===== config.mk =====
export PLATFORM = sky130hd
export DESIGN_NAME = sorted_list_merge
export DESIGN_NICKNAME = d
export VERILOG_FILES = /design/src/hw/rtl/slm_pkg.sv /design/src/hw/rtl/slm_front.sv /design/src/hw/rtl/slm_back.sv /design/src/hw/rtl/sorted_list_merge.sv
export SDC_FILE = /design/constraint.sdc
export NUM_CORES = 2
export LEC_CHECK = 0
export ABC_CLOCK_PERIOD_IN_PS = 11700
export BUFFER_PORTS_ARGS = -buffer_cell sky130_fd_sc_hd__buf_2
export CORE_ASPECT_RATIO = 1.25
export CORE_MARGIN = 3
export CORE_UTILIZATION = 30
export DETAILED_ROUTE_END_ITERATION = 10
export GPL_ROUTABILITY_DRIVEN = 0
export PLACE_DENSITY_LB_ADDON = 0.15
export RECOVER_POWER = 100
export SLEW_MARGIN = 30
export SYNTH_ARGS = -nofsm -noshare
export SYNTH_HDL_FRONTEND = slang
export SYNTH_SLANG_ARGS = --single-unit

===== constraint.sdc =====
create_clock -name clk -period 11.7 [get_ports clk]
set_clock_uncertainty 0.15 [all_clocks]
set_input_delay 2.34 -clock clk [delete_from_list [all_inputs] [get_ports clk]]
set_output_delay 2.34 -clock clk [all_outputs]
set_load 0.05 [all_outputs]

===== src/hw/rtl/slm_pkg.sv =====
// shared constants, types and codes for the sorted list merge block
package slm_pkg;

	localparam int LIST_DEPTH = 32;
	localparam int DATA_WIDTH = 32;
	localparam int OP_WIDTH   = 2;
	localparam int CNT_W      = $clog2(LIST_DEPTH + 1);
	localparam int ADDR_W     = (LIST_DEPTH > 1) ? $clog2(LIST_DEPTH) : 1;
	localparam int CQ_DEPTH   = 2;
	localparam int CQ_PTR_W   = 1;
	localparam int CQ_CNT_W   = 2;

	localparam logic [OP_WIDTH-1:0] OP_APPEND_A = 2'd0;
	localparam logic [OP_WIDTH-1:0] OP_APPEND_B = 2'd1;
	localparam logic [OP_WIDTH-1:0] OP_MERGE    = 2'd2;

	typedef enum logic [1:0] {
		CMD_APPEND_A,
		CMD_APPEND_B,
		CMD_MERGE
	} cmd_kind_t;

	typedef struct packed {
		cmd_kind_t              kind;
		logic [DATA_WIDTH-1:0] value;
	} cmd_t;

	typedef enum logic {
		ST_IDLE,
		ST_MERGE
	} back_state_t;

endpackage


===== src/hw/rtl/slm_front.sv =====
// front part: accepts items, decodes the operation and queues commands
module slm_front (
	input  logic                           clk,
	input  logic                           arst_n,
	input  logic                           push,
	output logic                           full,
	input  logic [slm_pkg::OP_WIDTH-1:0]   operation,
	input  logic [slm_pkg::DATA_WIDTH-1:0] value,
	output logic                           cmd_valid,
	input  logic                           cmd_ready,
	output slm_pkg::cmd_t                  cmd
);

	slm_pkg::cmd_t                 queue_q [slm_pkg::CQ_DEPTH];
	logic [slm_pkg::CQ_PTR_W-1:0]  wr_ptr_q;
	logic [slm_pkg::CQ_PTR_W-1:0]  rd_ptr_q;
	logic [slm_pkg::CQ_CNT_W-1:0]  cnt_q;
	slm_pkg::cmd_t                 dec_cmd;
	logic                          dec_ok;
	logic                          enq;
	logic                          deq;

	always_comb begin
		dec_cmd.value = value;
		dec_cmd.kind  = slm_pkg::CMD_APPEND_A;
		dec_ok        = 1'b1;
		case (operation)
			slm_pkg::OP_APPEND_A: dec_cmd.kind = slm_pkg::CMD_APPEND_A;
			slm_pkg::OP_APPEND_B: dec_cmd.kind = slm_pkg::CMD_APPEND_B;
			slm_pkg::OP_MERGE:    dec_cmd.kind = slm_pkg::CMD_MERGE;
			default:              dec_ok       = 1'b0;
		endcase
	end

	assign full      = (cnt_q == slm_pkg::CQ_CNT_W'(slm_pkg::CQ_DEPTH));
	assign cmd_valid = (cnt_q != '0);
	assign cmd       = queue_q[rd_ptr_q];
	assign enq       = push && !full && dec_ok;
	assign deq       = cmd_valid && cmd_ready;

	always_ff @(posedge clk) begin
		if (enq) begin
			queue_q[wr_ptr_q] <= dec_cmd;
		end
	end

	always_ff @(posedge clk or negedge arst_n) begin
		if (!arst_n) begin
			wr_ptr_q <= '0;
			rd_ptr_q <= '0;
			cnt_q    <= '0;
		end else begin
			if (enq) begin
				wr_ptr_q <= wr_ptr_q + 1'b1;
			end
			if (deq) begin
				rd_ptr_q <= rd_ptr_q + 1'b1;
			end
			case ({enq, deq})
				2'b10:   cnt_q <= cnt_q + 1'b1;
				2'b01:   cnt_q <= cnt_q - 1'b1;
				default: cnt_q <= cnt_q;
			endcase
		end
	end

endmodule


===== src/hw/rtl/slm_back.sv =====
// back part: list stores, append execution and the merge engine
module slm_back (
	input  logic                           clk,
	input  logic                           arst_n,
	input  logic                           cmd_valid,
	output logic                           cmd_ready,
	input  slm_pkg::cmd_t                  cmd,
	output logic                           empty,
	input  logic                           pop,
	output logic [slm_pkg::DATA_WIDTH-1:0] merged_value,
	output logic                           last
);

	logic [slm_pkg::DATA_WIDTH-1:0] mem_a [slm_pkg::LIST_DEPTH];
	logic [slm_pkg::DATA_WIDTH-1:0] mem_b [slm_pkg::LIST_DEPTH];
	logic [slm_pkg::DATA_WIDTH-1:0] rd_a_q;
	logic [slm_pkg::DATA_WIDTH-1:0] rd_b_q;

	slm_pkg::back_state_t        state_q, state_d;
	logic [slm_pkg::CNT_W-1:0]   count_a_q, count_a_d;
	logic [slm_pkg::CNT_W-1:0]   count_b_q, count_b_d;
	logic [slm_pkg::CNT_W-1:0]   ia_q, ia_d;
	logic [slm_pkg::CNT_W-1:0]   ib_q, ib_d;
	logic [slm_pkg::DATA_WIDTH-1:0] out_value_q;
	logic                        out_last_q;
	logic                        out_valid_q;

	logic                        wr_a;
	logic                        wr_b;
	logic                        a_left;
	logic                        b_left;
	logic                        take_a;
	logic                        emit;
	logic                        emit_last;
	logic [slm_pkg::DATA_WIDTH-1:0] pick;
	logic                        out_free;

	assign out_free  = !out_valid_q || pop;
	assign cmd_ready = (state_q == slm_pkg::ST_IDLE);
	assign a_left    = (ia_q < count_a_q);
	assign b_left    = (ib_q < count_b_q);
	assign take_a    = (a_left && b_left) ? ($signed(rd_a_q) < $signed(rd_b_q)) : a_left;
	assign pick      = take_a ? rd_a_q : rd_b_q;

	always_comb begin
		state_d   = state_q;
		count_a_d = count_a_q;
		count_b_d = count_b_q;
		ia_d      = ia_q;
		ib_d      = ib_q;
		wr_a      = 1'b0;
		wr_b      = 1'b0;
		emit      = 1'b0;
		emit_last = 1'b0;
		case (state_q)
			slm_pkg::ST_IDLE: begin
				ia_d = '0;
				ib_d = '0;
				if (cmd_valid) begin
					case (cmd.kind)
						slm_pkg::CMD_APPEND_A: begin
							if (count_a_q < slm_pkg::CNT_W'(slm_pkg::LIST_DEPTH)) begin
								wr_a      = 1'b1;
								count_a_d = count_a_q + 1'b1;
							end
						end
						slm_pkg::CMD_APPEND_B: begin
							if (count_b_q < slm_pkg::CNT_W'(slm_pkg::LIST_DEPTH)) begin
								wr_b      = 1'b1;
								count_b_d = count_b_q + 1'b1;
							end
						end
						slm_pkg::CMD_MERGE: begin
							if ((count_a_q != '0) || (count_b_q != '0)) begin
								state_d = slm_pkg::ST_MERGE;
							end
						end
						default: state_d = slm_pkg::ST_IDLE;
					endcase
				end
			end
			slm_pkg::ST_MERGE: begin
				if (out_free) begin
					emit = 1'b1;
					if (take_a) begin
						ia_d = ia_q + 1'b1;
					end else begin
						ib_d = ib_q + 1'b1;
					end
					emit_last = !(ia_d < count_a_q) && !(ib_d < count_b_q);
					if (emit_last) begin
						state_d   = slm_pkg::ST_IDLE;
						count_a_d = '0;
						count_b_d = '0;
						ia_d      = '0;
						ib_d      = '0;
					end
				end
			end
			default: state_d = slm_pkg::ST_IDLE;
		endcase
	end

	// read data registered, addressed by the next head values so that it matches the heads
	always_ff @(posedge clk) begin
		if (wr_a) begin
			mem_a[count_a_q[slm_pkg::ADDR_W-1:0]] <= cmd.value;
		end
		if (wr_b) begin
			mem_b[count_b_q[slm_pkg::ADDR_W-1:0]] <= cmd.value;
		end
		rd_a_q <= mem_a[ia_d[slm_pkg::ADDR_W-1:0]];
		rd_b_q <= mem_b[ib_d[slm_pkg::ADDR_W-1:0]];
	end

	always_ff @(posedge clk) begin
		if (emit) begin
			out_value_q <= pick;
			out_last_q  <= emit_last;
		end
	end

	always_ff @(posedge clk or negedge arst_n) begin
		if (!arst_n) begin
			state_q     <= slm_pkg::ST_IDLE;
			count_a_q   <= '0;
			count_b_q   <= '0;
			ia_q        <= '0;
			ib_q        <= '0;
			out_valid_q <= 1'b0;
		end else begin
			state_q   <= state_d;
			count_a_q <= count_a_d;
			count_b_q <= count_b_d;
			ia_q      <= ia_d;
			ib_q      <= ib_d;
			if (emit) begin
				out_valid_q <= 1'b1;
			end else if (pop) begin
				out_valid_q <= 1'b0;
			end
		end
	end

	assign empty        = !out_valid_q;
	assign merged_value = out_value_q;
	assign last         = out_last_q;

endmodule


===== src/hw/rtl/sorted_list_merge.sv =====
// top level of the sorted list merge block
//
//   channel   direction  handshake         fields
//   input     in         push / full       operation, value
//   result    out        empty / pop       merged_value, last
//
// appends run in the back part when idle; unused codes are dropped at decode
// a merge of n1 plus n2 elements primes the list reads when taken, then emits
// one element per cycle unless a result is held; each list store has one read port
// a two-entry command queue sits between the decode front and the back part
// arst_n clears counts, queue and control; list stores are not cleared
// a held result stalls the merge; appends keep queueing until the queue fills
module sorted_list_merge (
	input  logic                           clk,
	input  logic                           arst_n,
	input  logic                           push,
	output logic                           full,
	input  logic [slm_pkg::OP_WIDTH-1:0]   operation,
	input  logic [slm_pkg::DATA_WIDTH-1:0] value,
	output logic                           empty,
	input  logic                           pop,
	output logic [slm_pkg::DATA_WIDTH-1:0] merged_value,
	output logic                           last
);

	logic          cmd_valid;
	logic          cmd_ready;
	slm_pkg::cmd_t cmd;

	slm_front u_front (
		.clk       (clk),
		.arst_n    (arst_n),
		.push      (push),
		.full      (full),
		.operation (operation),
		.value     (value),
		.cmd_valid (cmd_valid),
		.cmd_ready (cmd_ready),
		.cmd       (cmd)
	);

	slm_back u_back (
		.clk          (clk),
		.arst_n       (arst_n),
		.cmd_valid    (cmd_valid),
		.cmd_ready    (cmd_ready),
		.cmd          (cmd),
		.empty        (empty),
		.pop          (pop),
		.merged_value (merged_value),
		.last         (last)
	);

endmodule

### Word level (Yosys, flattened, before mapping)

Memories as Yosys holds them, arrays and structs flattened. A register that Yosys moved wholly into a read port is not among the register bits.
Cells that the tools add are included.

| storage, ports and cells | value |
|---|---|
| register bits after elaboration | 63 |
| bits in latches | 0 |
| memory bits (writable) | 2116 |
| memory bits (read-only) | 0 |
| output and inout port bits | 35 |
| word-level logic and storage cells | 119 |
| memories kept | 3 |

| operators by class | value |
|---|---|
| $add $sub $neg | 8 |
| $mul | 0 |
| divide/modulo/power cells | 0 |
| $lt $le $gt $ge | 7 |
| eq/ne operators | 14 |
| shifts and indexed selects | 0 |
| multiplexer cells | 51 |
| bitwise gates (word level) | 1 |
| reduce and logical (&&, ||, !) cells | 22 |

Memory list:

| name | depth | bits a word | read ports | clocked after Yosys merged registers in | wr ports | RTL line | source |
|---|---|---|---|---|---|---|---|
| u_back.mem_a | 32 | 32 | 1 | 1 | 1 | slm_back.sv:14 | `logic [slm_pkg::DATA_WIDTH-1:0] mem_a [slm_pkg::LIST_DEPTH];` |
| u_back.mem_b | 32 | 32 | 1 | 1 | 1 | slm_back.sv:15 | `logic [slm_pkg::DATA_WIDTH-1:0] mem_b [slm_pkg::LIST_DEPTH];` |
| u_front.queue_q | 2 | 34 | 1 | 0 | 1 | slm_front.sv:14 | `slm_pkg::cmd_t queue_q [slm_pkg::CQ_DEPTH];` |

Operators with widths:

| operator | number |
|---|---|
| 6-bit 2-to-1 mux | 18 |
| 6-bit case mux with 2 select lines | 4 |
| 32-bit < comparator | 1 |
| 32-bit 2-to-1 mux | 1 |
| 1-bit 2-to-1 mux | 25 |
| 6-bit by 1-bit adder with 6-bit output (second input constant) | 4 |
| 6-bit < comparator | 4 |
| 6-bit < comparator (second input constant) | 2 |
| 6-bit nonzero test | 2 |
| 2-bit by 1-bit != test with 1-bit output (second input constant) | 5 |
| 5-bit AND reduction | 2 |
| 2-bit equality test (second input constant) | 4 |
| 2-bit case mux with 2 select lines | 2 |
| 2-bit by 1-bit equality test with 1-bit output (second input constant) | 3 |
| 2-bit nonzero test | 3 |
| 1-bit logical AND | 5 |
| 1-bit logical NOT | 4 |
| 2-bit logical NOT | 2 |
| 2-bit != test (second input constant) | 2 |
| 3-bit OR reduction | 1 |
| 1-bit adder (second input constant) | 2 |
| 2-bit by 1-bit adder with 2-bit output (second input constant) | 1 |
| 1-bit logical OR | 2 |
| 1-bit case mux with 2 select lines | 1 |
| other kinds (3) | 3 |

### Logic depth before layout (Yosys ltp)

| logic depth | value |
|---|---|
| word-level depth | 12 |
| gate-level depth with buffers | 28 |

### Cells and area by module

From an unflattened synthesis, not the netlist that was laid out.

| unflattened totals | value |
|---|---|
| cells, all modules | 6689 |
| area total of the unflattened synthesis | 93822.5 µm² |

Modules (own cells, without submodules):

| module | times used | cells each | area an instance (µm²) |
|---|---|---|---|
| slm_back | 1 | 6562 | 91111.1 |
| slm_front | 1 | 127 | 2711.4 |

### Worst setup path before layout

OpenSTA, ideal clock, no wires.

| path | value |
|---|---|
| path kind | reg-to-reg |
| start point | register u_back.count_b_q[4] (netlist name) |
| end point | register u_back.rd_a_q[0] (netlist name), read port of u_back.mem_a |
| library setup time | 0.088 ns |
| arrival | 5.196 ns |
| data required time | 11.462 ns |
| path slack | 6.266 ns |
| stages on the path, launching flop included | 26 |
| path buffers | 4 |
| clock period less this slack | 5.434 ns |
| path through | dfrtp_1 > clkbuf_1 > inv_1 > ha_1 > a21o_1 > a21o_1 > a211oi_1 > a21boi_1 > nor3_4 > clkbuf_1 > nor2_1 > nand3_1 > xnor2_1 > ha_1 > nand2_1 > o21ai_0 > o22ai_1 > a21o_1 > mux2i_2 > a21oi_4 > a22oi_2 > clkbuf_1 > buf_2 > mux2i_1 > o22ai_1 > nor4_2 |

| between the ends | value |
|---|---|
| cells in the longest elaborated chain, start to end | 12 |
| elaborated cells on any way between the ends | 17 |

RTL lines:

| what | RTL line | source |
|---|---|---|
| start: declaration | slm_back.sv:21 | `logic [slm_pkg::CNT_W-1:0] count_b_q, count_b_d;` |
| start signal: assignment | slm_back.sv:134 | `count_b_q <= count_b_d;` |
| 6-bit < comparator | slm_back.sv:41 | `assign b_left = (ib_q < count_b_q);` |
| 1-bit logical AND | slm_back.sv:42 | `assign take_a = (a_left && b_left) ? ($signed(rd_a_q) < $signed(rd_b_q)) : a_left;` |
| 1-bit 2-to-1 mux | slm_back.sv:42 |  |
| 6-bit 2-to-1 mux | slm_back.sv:85 | `if (take_a) begin` |
| 6-bit 2-to-1 mux | slm_back.sv:83 | `if (out_free) begin` |
| 6-bit 2-to-1 mux | slm_back.sv:55 | `case (state_q)` |
| 6-bit < comparator | slm_back.sv:90 | `emit_last = !(ia_d < count_a_q) && !(ib_d < count_b_q);` |
| 1-bit logical NOT | slm_back.sv:90 |  |
| 1-bit logical AND | slm_back.sv:90 |  |
| 6-bit 2-to-1 mux * | slm_back.sv:91 | `if (emit_last) begin` |
| 6-bit 2-to-1 mux * | slm_back.sv:83 |  |
| 6-bit case mux with 2 select lines * | slm_back.sv:55 |  |
| end: declaration | slm_back.sv:16 | `logic [slm_pkg::DATA_WIDTH-1:0] rd_a_q;` |

Every way passes the cells marked *; elsewhere a longest branch is shown, timed or not. The select of a mux whose other input is x is not followed.
A chain may end at the register's enable or synchronous reset.

### Final worst setup path

| path | value |
|---|---|
| start point | register u_back.rd_b_q[15] (netlist name), read port of u_back.mem_b |
| end point | register u_back.rd_a_q[27] (netlist name), read port of u_back.mem_a |

| between the ends | value |
|---|---|
| cells in the longest elaborated chain, start to end | 11 |
| elaborated cells on any way between the ends | 16 |

RTL lines:

| what | RTL line | source |
|---|---|---|
| start: declaration | slm_back.sv:17 | `logic [slm_pkg::DATA_WIDTH-1:0] rd_b_q;` |
| 32-bit < comparator * | slm_back.sv:42 |  |
| 1-bit 2-to-1 mux * | slm_back.sv:42 |  |
| 6-bit 2-to-1 mux | slm_back.sv:85 |  |
| 6-bit 2-to-1 mux | slm_back.sv:83 |  |
| 6-bit 2-to-1 mux | slm_back.sv:55 |  |
| 6-bit < comparator | slm_back.sv:90 |  |
| 1-bit logical NOT | slm_back.sv:90 |  |
| 1-bit logical AND | slm_back.sv:90 |  |
| 6-bit 2-to-1 mux * | slm_back.sv:91 |  |
| 6-bit 2-to-1 mux * | slm_back.sv:83 |  |
| 6-bit case mux with 2 select lines * | slm_back.sv:55 |  |

Marked as above.

==> results.cfg <==
[clock_network]
clock_latency_ns = 0.88
clock-sinks = 2243
hold_buffers = 0
tritoncts = yes
cts_max_level = 4
post_cts_buffers = 0
clockRootBuffer = clkbuf_16
cts_resized = 0
cts_made_buffers = 232
clk_path_buf_depth = 4
clk_pin_slew_ns = 0.06

[status]
outcome = finished with violations
failed_checks = capacitance limit, slew limit

[final_layout]
area.growth.synth_to_final_pct = 13.84
fin_area_um2 = 101500
layout.cells.non_filler = 9496
utilization = 0.3434
fin_nets = 5462
drive_above_1_share = 0.09279

[worst_setup_path]
crit_family = simple AND/OR/NAND/NOR gates
cp-end-kind = register
path_class = reg2reg
required_ns = 12.18
cp_slowest_cell = nor4_1
cp_num_buf_inv = 4
critPathArrivalTime_ns = 10.13
cp_max_fo = 33
cp-start-kind = register
slowest_delay_ns = 1.05
worstPathCellList = inv_1, ha_1, a21oi_1, o21ai_0, a31oi_1, a211oi_1, nor3_1, clkbuf_1, mux2_2, ha_1, nor2_1, nor3_1, o22ai_1, a21o_1, mux2i_1, a21oi_1, a22oi_1, buf_4, or3_2, buf_4, o22ai_1, nor4_1

[sta]
fin_crit_ns = 9.648
fmax_mhz = 103.6
whs_ns = 0.3435
setup_viol = 0
max-slew-margin-rel = -1.701
final_hold_viol_count = 0
fin_crit_sh = 0.8246
drv_slew = 4261
setup_tns_ns = 0
worst_pin_slew_ns = 4.051
fin_ws_ns = 2.052
rsz0062_at_grt = no

[place]
dpl.hpwl_um = 146300
dp.cells = 9064
io_buffer_count = 72
placed_area_um2 = 95110
preCtsSetupSlack_ns = 3.224

[synth]
ys_top_cells_by_count = edfxtp_1 (2149), mux2i_1 (1028), nand2_1 (325), a21oi_1 (277), a32o_1 (255)
synthesis.nets = 5313
synth_cell_type_count = 66
syn-instance-count = 5213
syn_area_um2 = 89120
ys.flop_type = edfxtp_1
synthTopCellsByArea = edfxtp_1 (72%), mux2i_1 (12%), a32o_1 (2.9%)
async_reset_ff_frac = 0.01337
ys_warn_count = 0
yosysSeqAreaShare = 0.7469
yosysTopAreaCellShare = 0.7241
yosysMostFrequentCell = edfxtp_1
synth.largest_area_cell = edfxtp_1
synth_edf_count = 2149
ys_ff_latch = 2243
synth.avg_cell_area_um2 = 17.10

[power]
ir_drop_uv = 437.8
seq_power_share = 0.340
p_leak_nw = 33.83
internal_power_mw = 17.84
power_frac_clock = 0.257
total_power_mw = 28.34
switching_share = 0.3704
power.density_nw_per_um2 = 279.3
p_comb_frac = 0.403
switching_power_mw = 10.50

[global_routing]
grt_pass1_vias = 48820
track_usage = 0.1783
grt_max_degree = 135
grt_pass1_wl_um = 387300
gr-total-overflow = 0
antenna_found_initial = 13

[routing]
dr.pass1.iters = 5
drtIter0Drc = 3826
drt-vias-per-instance = 5.031
wl_um = 277800
drc_errors = 0
wl_per_cell_um = 29.25
via_count = 47780
drtAntennaViolNets = 0

[floorplan]
dieArea_um2 = 303700
die_w_um = 493.5
rows = 223
fp.dieH_um = 615.4
start_util = 0.3016
core_um2 = 295500
ios = 73

[min_path]
min_path_type = reg2reg

[run]
max_cap_viol_count = 110
==> metal layers <==
| metal | global-route usage | wire [um] |
|---|---|---|
| met5 | 0 | 0 |
| met2 | 0.3254 | 143100 |
| met4 | 0.04895 | 9895 |
| met1 | 0.2226 | 114900 |
| met3 | 0.01800 | 9925 |
==> power groups by stage <==
stage                     Clock [mW]  Combinational (mW)  Sequential (mW)
after floorplan                    0                7.97             9.80
after global placement             0                11.6             9.76
after detailed placement           0                11.7             9.75
after CTS                       7.47                11.7             9.59
after global routing            7.77                12.3             9.66
final                           7.29                11.4             9.64
==> flip-flops by register name, indices dropped and copies added, names as in the netlist <==
signal,count
u_back.mem_a,1024
u_back.mem_b,1024
u_front.queue_q,68
u_back.merged_value,32
u_back.rd_a_q,32
u_back.rd_b_q,32
u_back.count_a_q,6
u_back.count_b_q,6
u_back.ia_q,6
u_back.ib_q,6
u_front.cnt_q,2
u_back.last,1
u_back.out_valid_q,1
u_back.state_q,1
u_front.rd_ptr_q,1
u_front.wr_ptr_q,1
==> cell usage in the layout (no fill, tap or decap), drive strengths merged, types with 3 or more instances in the layout <==
cell type / n
mux2i: 1030
a22o: 3
and3: 4
nand2b: 3
nand4: 9
a32o: 255
a21oi: 278
buf: 58
o21a: 3
and4: 32
inv: 60
a22oi: 134
nor3: 15
nor4: 35
dfxtp: 64
o21ai: 46
diode: 9
edfxtp: 2149
nor2: 100
clkinvlp: 3
bufinv: 20
a211oi: 4
clkinv: 90
xor2: 3
o22ai: 130
nand3: 24
a21o: 6
xnor2: 15
or3: 5
mux2: 38
dfrtp: 30
nand2: 325
clkbuf: 489
ha: 62
nor2b: 6
==> cell families after synthesis <==
logic type | synth area share
flops | 0.7469
mux | 0.1206
compound gates | 0.07280
simple gates | 0.03068
buf+inv | 0.01856
fa+ha+maj | 0.008705
xor+xnor | 0.001769
==> worst paths after layout <==
check | startpoint | to | slack [ns] | cells past startpoint
setup / recovery | u_back.rd_b_q[15] | u_back.rd_a_q[27] | 2.05 | 22
hold reg to reg | u_front.wr_ptr_q | u_front.wr_ptr_q | 0.34 | 1
max in group asynchronous | arst_n | u_back.count_b_q[4] | 8.40 | 1
hold / removal | u_front.wr_ptr_q | u_front.wr_ptr_q | 0.34 | 1
min in group asynchronous | arst_n | u_back.ib_q[4] | 1.88 | 1
setup reg to reg | u_back.rd_b_q[15] | u_back.rd_a_q[27] | 2.05 | 22
==> layout make-up <==
cell class              count  area (um^2)
diodes                      9        22.52
clock buffers             309         6327
clock inverters           113         1035
fillers                 28150       194000
inverters                  60        232.7
multi-input cells        2587        21070
flip-flops and latches   2243        66560
well taps                3937         4926
repair buffers            238         1280
No activity file was read; power rests on OpenSTA's default activity.
